<file path="config.mk">
export PLATFORM = sky130hd
export DESIGN_NAME = max_profit_k_transactions_top_flat
export DESIGN_NICKNAME = d
export VERILOG_FILES = /design/src/hdl/mpk_pkg.sv /design/src/hdl/mpk_if.sv /design/src/hdl/max_profit_k_transactions_top.sv /design/src/flat_wrapper.sv
export VERILOG_INCLUDE_DIRS = /design/src /design/src/hdl
export SDC_FILE = /design/constraint.sdc
export NUM_CORES = 2
export LEC_CHECK = 0
export ABC_CLOCK_PERIOD_IN_PS = 20500
export BUFFER_PORTS_ARGS = -buffer_cell sky130_fd_sc_hd__buf_4
export CORE_MARGIN = 2
export CORE_UTILIZATION = 40
export DETAILED_ROUTE_END_ITERATION = 8
export GPL_TIMING_DRIVEN = 0
export PLACE_DENSITY = 0.65
export SYNTH_ARGS = -nofsm -noshare
export SYNTH_HDL_FRONTEND = slang
export SYNTH_SLANG_ARGS = --single-unit
</file>
<file path="constraint.sdc">
create_clock -name clk -period 20.5 [get_ports clk]
set_input_delay 4.1 -clock clk [delete_from_list [all_inputs] [get_ports clk]]
set_output_delay 4.1 -clock clk [all_outputs]
set_load 0.02 [all_outputs]
</file>
<file path="src/hdl/assert_macros.svh">
// Assertion helpers; expect clk and rst_n in scope.
`ifndef ASSERT_MACROS_SVH
`define ASSERT_MACROS_SVH

// Same-cycle implication.
`define MPK_ASSERT_SAME(lbl, ante, cons, msg) \
  lbl: assert property (@(posedge clk) disable iff (!rst_n) (ante) |-> (cons)) \
    else $error(msg);

// Next-cycle implication.
`define MPK_ASSERT_NEXT(lbl, ante, cons, msg) \
  lbl: assert property (@(posedge clk) disable iff (!rst_n) (ante) |=> (cons)) \
    else $error(msg);

`endif

</file>
<file path="src/hdl/mpk_pkg.sv">
// ----------------------------------------------------------------------------
// mpk_pkg
// Shared constants for the k-transaction best-profit engine.
// ----------------------------------------------------------------------------
`default_nettype none

package mpk_pkg;

  localparam int MAX_LEVELS_DEF = 16;
  localparam int PRICE_BITS_DEF = 16;

  localparam int CFG_W    = 5;
  localparam int PROFIT_W = 20;

  localparam logic [CFG_W-1:0] MAX_TRANSACTIONS_RST = CFG_W'(2);

endpackage

`default_nettype wire

</file>
<file path="src/hdl/mpk_if.sv">
// ----------------------------------------------------------------------------
// mpk_if
// Valid/ready word channels: price input and profit result.
// ----------------------------------------------------------------------------
`default_nettype none

interface mpk_in_if #(
  parameter int PRICE_BITS = mpk_pkg::PRICE_BITS_DEF
);
  logic                  valid;
  logic                  ready;
  logic [PRICE_BITS-1:0] price;
  logic                  series_start;

  modport source (output valid, output price, output series_start, input ready);
  modport sink   (input valid, input price, input series_start, output ready);
endinterface

interface mpk_out_if;
  logic                         valid;
  logic                         ready;
  logic [mpk_pkg::PROFIT_W-1:0] best_profit;

  modport source (output valid, output best_profit, input ready);
  modport sink   (input valid, input best_profit, output ready);
endinterface

`default_nettype wire

</file>
<file path="src/hdl/max_profit_k_transactions_top.sv">
// ----------------------------------------------------------------------------
// max_profit_k_transactions_top
// Streaming best profit with at most k buy/sell transactions. One price word
// per cycle; every transaction level updates in parallel with one subtract,
// one add and two compares, and the result for the configured limit is
// registered. A word is taken every cycle while the result is consumed; the
// result is valid the cycle after its price is accepted. The output register
// lets a new price in as soon as the pending result is taken in the same
// cycle. series_start clears the per-level state before its price is used.
// max_transactions above MAX_LEVELS acts as MAX_LEVELS; zero yields zero.
// ----------------------------------------------------------------------------
`default_nettype none

`include "assert_macros.svh"

module max_profit_k_transactions_top #(
  parameter int MAX_LEVELS = mpk_pkg::MAX_LEVELS_DEF,
  parameter int PRICE_BITS = mpk_pkg::PRICE_BITS_DEF
) (
  input  wire logic                       clk,
  input  wire logic                       rst_n,
  input  wire logic                       cfg_we,
  input  wire logic [mpk_pkg::CFG_W-1:0]  cfg_wdata,
  mpk_in_if.sink                          in_ch,
  mpk_out_if.source                       out_ch
);
  import mpk_pkg::*;

  localparam int SOLD_W = PRICE_BITS + $clog2(MAX_LEVELS + 1);
  localparam int HOLD_W = SOLD_W + 1;
  localparam logic signed [HOLD_W-1:0] HOLD_NONE = {1'b1, {(HOLD_W-1){1'b0}}};

  logic [CFG_W-1:0]           max_transactions_r;
  logic signed [HOLD_W-1:0]   hold_r   [MAX_LEVELS];
  logic [SOLD_W-1:0]          sold_r   [MAX_LEVELS];
  logic signed [HOLD_W-1:0]   hold_nxt [MAX_LEVELS];
  logic [SOLD_W-1:0]          sold_nxt [MAX_LEVELS];
  logic [PROFIT_W-1:0]        best_r;
  logic [PROFIT_W-1:0]        best_nxt;
  logic                       out_valid_r;
  logic                       out_valid_nxt;
  logic                       in_ready;
  logic                       in_acc;
  logic signed [HOLD_W-1:0]   price_x;

  assign in_ready      = !out_valid_r || out_ch.ready;
  assign in_acc        = in_ch.valid && in_ready;
  assign in_ch.ready   = in_ready;
  assign out_ch.valid  = out_valid_r;
  assign out_ch.best_profit = best_r;
  assign out_valid_nxt = in_acc || (out_valid_r && !out_ch.ready);
  assign price_x       = $signed(HOLD_W'(in_ch.price));

  genvar g;
  for (g = 0; g < MAX_LEVELS; g++) begin : g_lvl
    logic signed [HOLD_W-1:0] h_old;
    logic [SOLD_W-1:0]        s_old;
    logic signed [HOLD_W-1:0] s_old_x;
    logic signed [HOLD_W-1:0] prev_x;
    logic signed [HOLD_W-1:0] buy;
    logic signed [HOLD_W-1:0] sell;

    assign h_old   = in_ch.series_start ? HOLD_NONE : hold_r[g];
    assign s_old   = in_ch.series_start ? '0 : sold_r[g];
    assign s_old_x = $signed(HOLD_W'(s_old));

    if (g == 0) begin : g_first
      assign prev_x = '0;
    end else begin : g_rest
      assign prev_x = in_ch.series_start ? '0 : $signed(HOLD_W'(sold_r[g-1]));
    end

    assign buy  = prev_x - price_x;
    assign sell = h_old + price_x;
    assign hold_nxt[g] = (buy > h_old) ? buy : h_old;
    assign sold_nxt[g] = (sell > s_old_x) ? SOLD_W'(sell) : s_old;
  end

  // Level select: limit k picks level k-1, saturating at the top level.
  always_comb begin
    best_nxt = '0;
    for (int i = 0; i < MAX_LEVELS; i++) begin
      if (int'(max_transactions_r) == i + 1 ||
          (i == MAX_LEVELS - 1 && int'(max_transactions_r) > MAX_LEVELS)) begin
        best_nxt = PROFIT_W'(sold_nxt[i]);
      end
    end
  end

  always_ff @(posedge clk) begin
    if (!rst_n) begin
      max_transactions_r <= MAX_TRANSACTIONS_RST;
      out_valid_r        <= 1'b0;
      for (int i = 0; i < MAX_LEVELS; i++) begin
        hold_r[i] <= HOLD_NONE;
        sold_r[i] <= '0;
      end
    end else begin
      out_valid_r <= out_valid_nxt;
      if (cfg_we) begin
        max_transactions_r <= cfg_wdata;
      end
      if (in_acc) begin
        for (int i = 0; i < MAX_LEVELS; i++) begin
          hold_r[i] <= hold_nxt[i];
          sold_r[i] <= sold_nxt[i];
        end
      end
    end
  end

  always_ff @(posedge clk) begin
    if (in_acc) begin
      best_r <= best_nxt;
    end
  end

  `MPK_ASSERT_NEXT(a_acc_gives_word, in_acc, out_valid_r, "accepted price lost its result")
  `MPK_ASSERT_SAME(a_no_overwrite, out_valid_r && !out_ch.ready, !in_ready,
                   "input open while result is stalled")
  `MPK_ASSERT_NEXT(a_start_zero, in_acc && in_ch.series_start, best_r == '0,
                   "first price of a series gave nonzero profit")
  `MPK_ASSERT_NEXT(a_start_hold, in_acc && in_ch.series_start,
                   hold_r[0] == -$past(price_x), "level one hold not set by first price")
  `MPK_ASSERT_NEXT(a_zero_limit, in_acc && max_transactions_r == '0, best_r == '0,
                   "zero limit gave nonzero profit")

endmodule

`default_nettype wire
</file>
<file path="src/flat_wrapper.sv">
// flat-port wrapper written by rule: the top's interface ports become plain ports
module max_profit_k_transactions_top_flat import mpk_pkg::*;
#(
  parameter int MAX_LEVELS = mpk_pkg::MAX_LEVELS_DEF,
  parameter int PRICE_BITS = mpk_pkg::PRICE_BITS_DEF
)
  (clk, rst_n, cfg_we, cfg_wdata, in_ch_valid, in_ch_price, in_ch_series_start, in_ch_ready, out_ch_valid, out_ch_best_profit, out_ch_ready);
  mpk_in_if #(.PRICE_BITS(PRICE_BITS)) in_ch_i ();
  mpk_out_if out_ch_i ();
  input  wire logic clk;
  input  wire logic rst_n;
  input  wire logic cfg_we;
  input  wire logic [mpk_pkg::CFG_W-1:0] cfg_wdata;
  input wire logic [$bits(in_ch_i.valid)-1:0] in_ch_valid;
  input wire logic [$bits(in_ch_i.price)-1:0] in_ch_price;
  input wire logic [$bits(in_ch_i.series_start)-1:0] in_ch_series_start;
  output wire logic [$bits(in_ch_i.ready)-1:0] in_ch_ready;
  output wire logic [$bits(out_ch_i.valid)-1:0] out_ch_valid;
  output wire logic [$bits(out_ch_i.best_profit)-1:0] out_ch_best_profit;
  input wire logic [$bits(out_ch_i.ready)-1:0] out_ch_ready;
  assign in_ch_i.valid = in_ch_valid;
  assign in_ch_i.price = in_ch_price;
  assign in_ch_i.series_start = in_ch_series_start;
  assign in_ch_ready = in_ch_i.ready;
  assign out_ch_valid = out_ch_i.valid;
  assign out_ch_best_profit = out_ch_i.best_profit;
  assign out_ch_i.ready = out_ch_ready;
  max_profit_k_transactions_top #(.MAX_LEVELS(MAX_LEVELS), .PRICE_BITS(PRICE_BITS)) u_core (.clk(clk), .rst_n(rst_n), .cfg_we(cfg_we), .cfg_wdata(cfg_wdata), .in_ch(in_ch_i), .out_ch(out_ch_i));
endmodule
</file>
==> impl_metrics.toml <==
[layout]
post-route-util_pct = 44.1
stdcell_count = 12435
areaGrowthSynthToFinish_pct = 9.89
drive_above_1_share_pct = 4.70
fin_nets = 10886

[drt]
routed_wl_um = 389000
drtIter0Drc = 10575
vias = 77814
via_per_inst = 6.26
ant_nets = 0
drc = 0
dr.pass1.iters = 6
drt-wirelength-per-cell_um = 31.3

[global_routing]
antenna_found_initial = 51
grt_pass1_vias = 72897
grtUsageTotal_pct = 36.9
grt_pass1_wl_um = 538000
overflow = 0
grt_max_degree = 113

[clocking]
h-tree-depth = 3
clkSinkCount = 714
cts_tree = "yes"
cts-root-buf = "clkbuf_16"
cts_buffers = 101
insertion_delay_ns = 0.80
cts_hold_buf = 0
cts_setup_buffers = 0
post_cts_resized = 0
path_clk_slew_ns = 0.07
clk_path_buf_depth = 3

[yosys]
syn-num-nets = 10710
postSynth.asyncResetShare_pct = 0
yosys.area.top_type_share_pct = 26.6
synthTopCellsByArea = "edfxtp_1, ha_1, mux2i_1, nor2_1, nand2_1"
syn_area_per_cell_um2 = 8.42
yosys_register_bits = 714
synth_seq_area_share_pct = 26.8
synth_cell_types = 100
synth_area_mm2 = 0.0799
yosysWarnings = 0
synthFlopType = "edfxtp_1"
yosysTopAreaCell = "edfxtp_1"
synth_cells = 9491
synth-edff-count = 708

[min_path]
hp-start = "u_core.out_ch.valid$_SDFF_PN0_"
min_path_type = "reg -> reg"
holdPathEnd = "u_core.out_ch.valid$_SDFF_PN0_"
hold_depth = 2

[worst_setup_path]
worst_path_largest_cell_delay_ns = 1.00
cp_data_required_time_ns = 20.88
r2r_setup_slack_ns = 10.91
r2r_cells = 25
path_common_cell = "clkbuf_2"
r2r-start = "u_core.hold_r[9][0]$_SDFFCE_PN0P_"
crit_fanout = 11
arrival_ns = 20.00
r2r_end = "u_core.out_ch.best_profit[1]$_DFFE_PP_"
crit_type = "in -> reg"
endpoint_kind = "flop"
start_kind = "input pin"
slowest_stage = "a222oi_1"

[sta]
period_minus_slack_ns = 19.61
finClkSkew_ns = 0.0384
worst_slew_pin_slew_ns = 1.61
hold_viol = 0
rsz0062_at_grt = "false"
timing.final.crit_share_pct = 95.7
slew_headroom_pct = -7.54
setup_viol = 0
maxSlewViolCount = 97
max_freq_mhz = 51.0

[die]
start_util_pct = 40.1
coreArea_mm2 = 0.199
fp.dieW_um = 451
rows = 164
die_h_um = 451
ioPinCount = 49
die_area_mm2 = 0.203

[place]
portBuffers = 47
post-place-cells = 12220
place.gp.congestion = 1.07
dp_hpwl_um = 292000

[run]
drv_cap = 10

[outcome]
failed_checks = "capacitance limit, slew limit"
status = "finished, violations left"

[power]
vdd.ir_drop.worst_v = 0.0000680
power_per_cell_area_mw_per_mm2 = 74.5
power.leakage_nw = 40.5
## layout by cell type (no fill, tap or decap), types with 54 or more instances in the layout
master,synthesis,routed
nor2_1,1114,1113
a21o_1,301,301
inv_1,803,790
a211oi_1,150,150
clkbuf_16,0,103
o21a_1,131,131
o211ai_1,67,67
buf_2,40,54
nand4_1,155,155
and2_1,93,93
nand2b_1,85,85
nand2_1,977,976
mux2i_1,454,454
xor2_1,121,121
nand3_1,178,178
clkbuf_1,213,191
nor2b_1,254,254
edfxtp_1,708,708
a21oi_1,565,565
ha_1,1162,1162
nor3_1,146,146
buf_4,9,56
xnor2_1,407,407
o21ai_0,386,386
o21bai_1,80,80
## how the worst max path moves through the flow
stage | startpoint | endpoint | slack (ns) | depth (start not counted)
finish | in_ch_series_start | u_core.out_ch.best_profit[1]$_DFFE_PP_ | 0.89 | 37
global route | in_ch_series_start | u_core.out_ch.best_profit[1]$_DFFE_PP_ | 1.43 | 37
CTS | in_ch_series_start | u_core.out_ch.best_profit[1]$_DFFE_PP_ | 1.58 | 37
detailed placement | in_ch_series_start | u_core.out_ch.best_profit[1]$_DFFE_PP_ | 0.79 | 37
global placement | in_ch_series_start | u_core.out_ch.best_profit[1]$_DFFE_PP_ | -4.03 | 36
floorplan | rst_n | u_core.hold_r[0][0]$_SDFFCE_PN0P_ | 6.99 | 3
## area by class of cell
cell class,count,area (um^2)
plain buffers,304,1320
repair buffers,73,981
diodes,25,62.6
clock buffers,118,2630
clock inverters,72,798
multi-input cells,7662,54200
well taps,2656,3320
inverters,811,3070
flip-flops and latches,714,21400
fillers,19693,111000
## stage by stage
step | setup TNS [ns] | cell area [um^2] | total power, mW | worst slack, ns | hold slack (ns)
floorplan | 0 | 79900 | 3.68 | 6.99 | 0.535
global placement | -1287.90 | 83600 | 4.53 | -4.03 | 0.512
detailed placement | 0 | 84300 | 4.53 | 0.787 | 0.531
CTS | 0 | 87700 | 6.46 | 1.58 | 0.541
global route | 0 | 87800 | 6.82 | 1.43 | 0.593
finish | 0 | 87800 | 6.54 | 0.886 | 0.536
## sequential cells by signal (all words and copies together) (netlist names)
register	cells
u_core.out_ch.best_profit	20
u_core.sold_r	336
u_core.out_ch.valid	1
u_core.max_transactions_r	5
u_core.hold_r	352
## power by group
group | total (mW) | switching (mW) | internal [mW]
Sequential | 1.86 | 0.0664 | 1.79
Combinational | 2.74 | 1.76 | 0.980
Clock | 1.94 | 0.814 | 1.13
## routing by layer
metal | global-route usage (%) | vias to the layer above | wire, um
met5 | 0 | - | 318
met1 | 47.4 | 37523 | 153000
met3 | 8.06 | 1083 | 41100
li1 | - | 34590 | -
met4 | 24.6 | 42 | 30200
met2 | 55.6 | 4576 | 164000
## cells by family (layout without fill, tap and decap cells)
family / Yosys count / in the layout / share of synthesized area (%)
AO/OA/AOI/OAI: 2180 / 2180 / 18.0
XOR/XNOR: 529 / 529 / 5.82
adder cells (fa/ha/maj): 1197 / 1197 / 19.0
buffers and inverters: 1115 / 1378 / 5.38
flip-flops: 714 / 714 / 26.8
multiplexers: 500 / 500 / 6.36
other: 0 / 25 / 0
AND/OR/NAND/NOR: 3256 / 3256 / 18.7
## critical path: cells and delay by family
kind | cells | cell delay (ns)
compound gates | 13 | 4.71
xor+xnor | 1 | 0.26
fa+ha+maj | 2 | 0.56
buf+inv | 15 | 7.90
mux | 1 | 0.61
simple gates | 5 | 1.69
## cell usage after synthesis (30+ instances only)
cell type,number
a211oi_1,150
a21boi_0,40
a21o_1,301
a21oi_1,565
a31oi_1,43
and2_1,93
and3_1,45
buf_1,38
buf_2,40
clkbuf_1,213
edfxtp_1,708
fa_1,30
ha_1,1162
inv_1,803
mux2_2,40
mux2i_1,454
nand2_1,977
nand2b_1,85
nand3_1,178
nand4_1,155
nor2_1,1114
nor2b_1,254
nor3_1,146
nor4_1,48
o211ai_1,67
o21a_1,131
o21ai_0,386
o21bai_1,80
o22ai_1,44
o31ai_1,42
or2_2,35
or3_1,42
xnor2_1,407
xor2_1,121
Note: power is estimated with default switching activity, not from simulation.
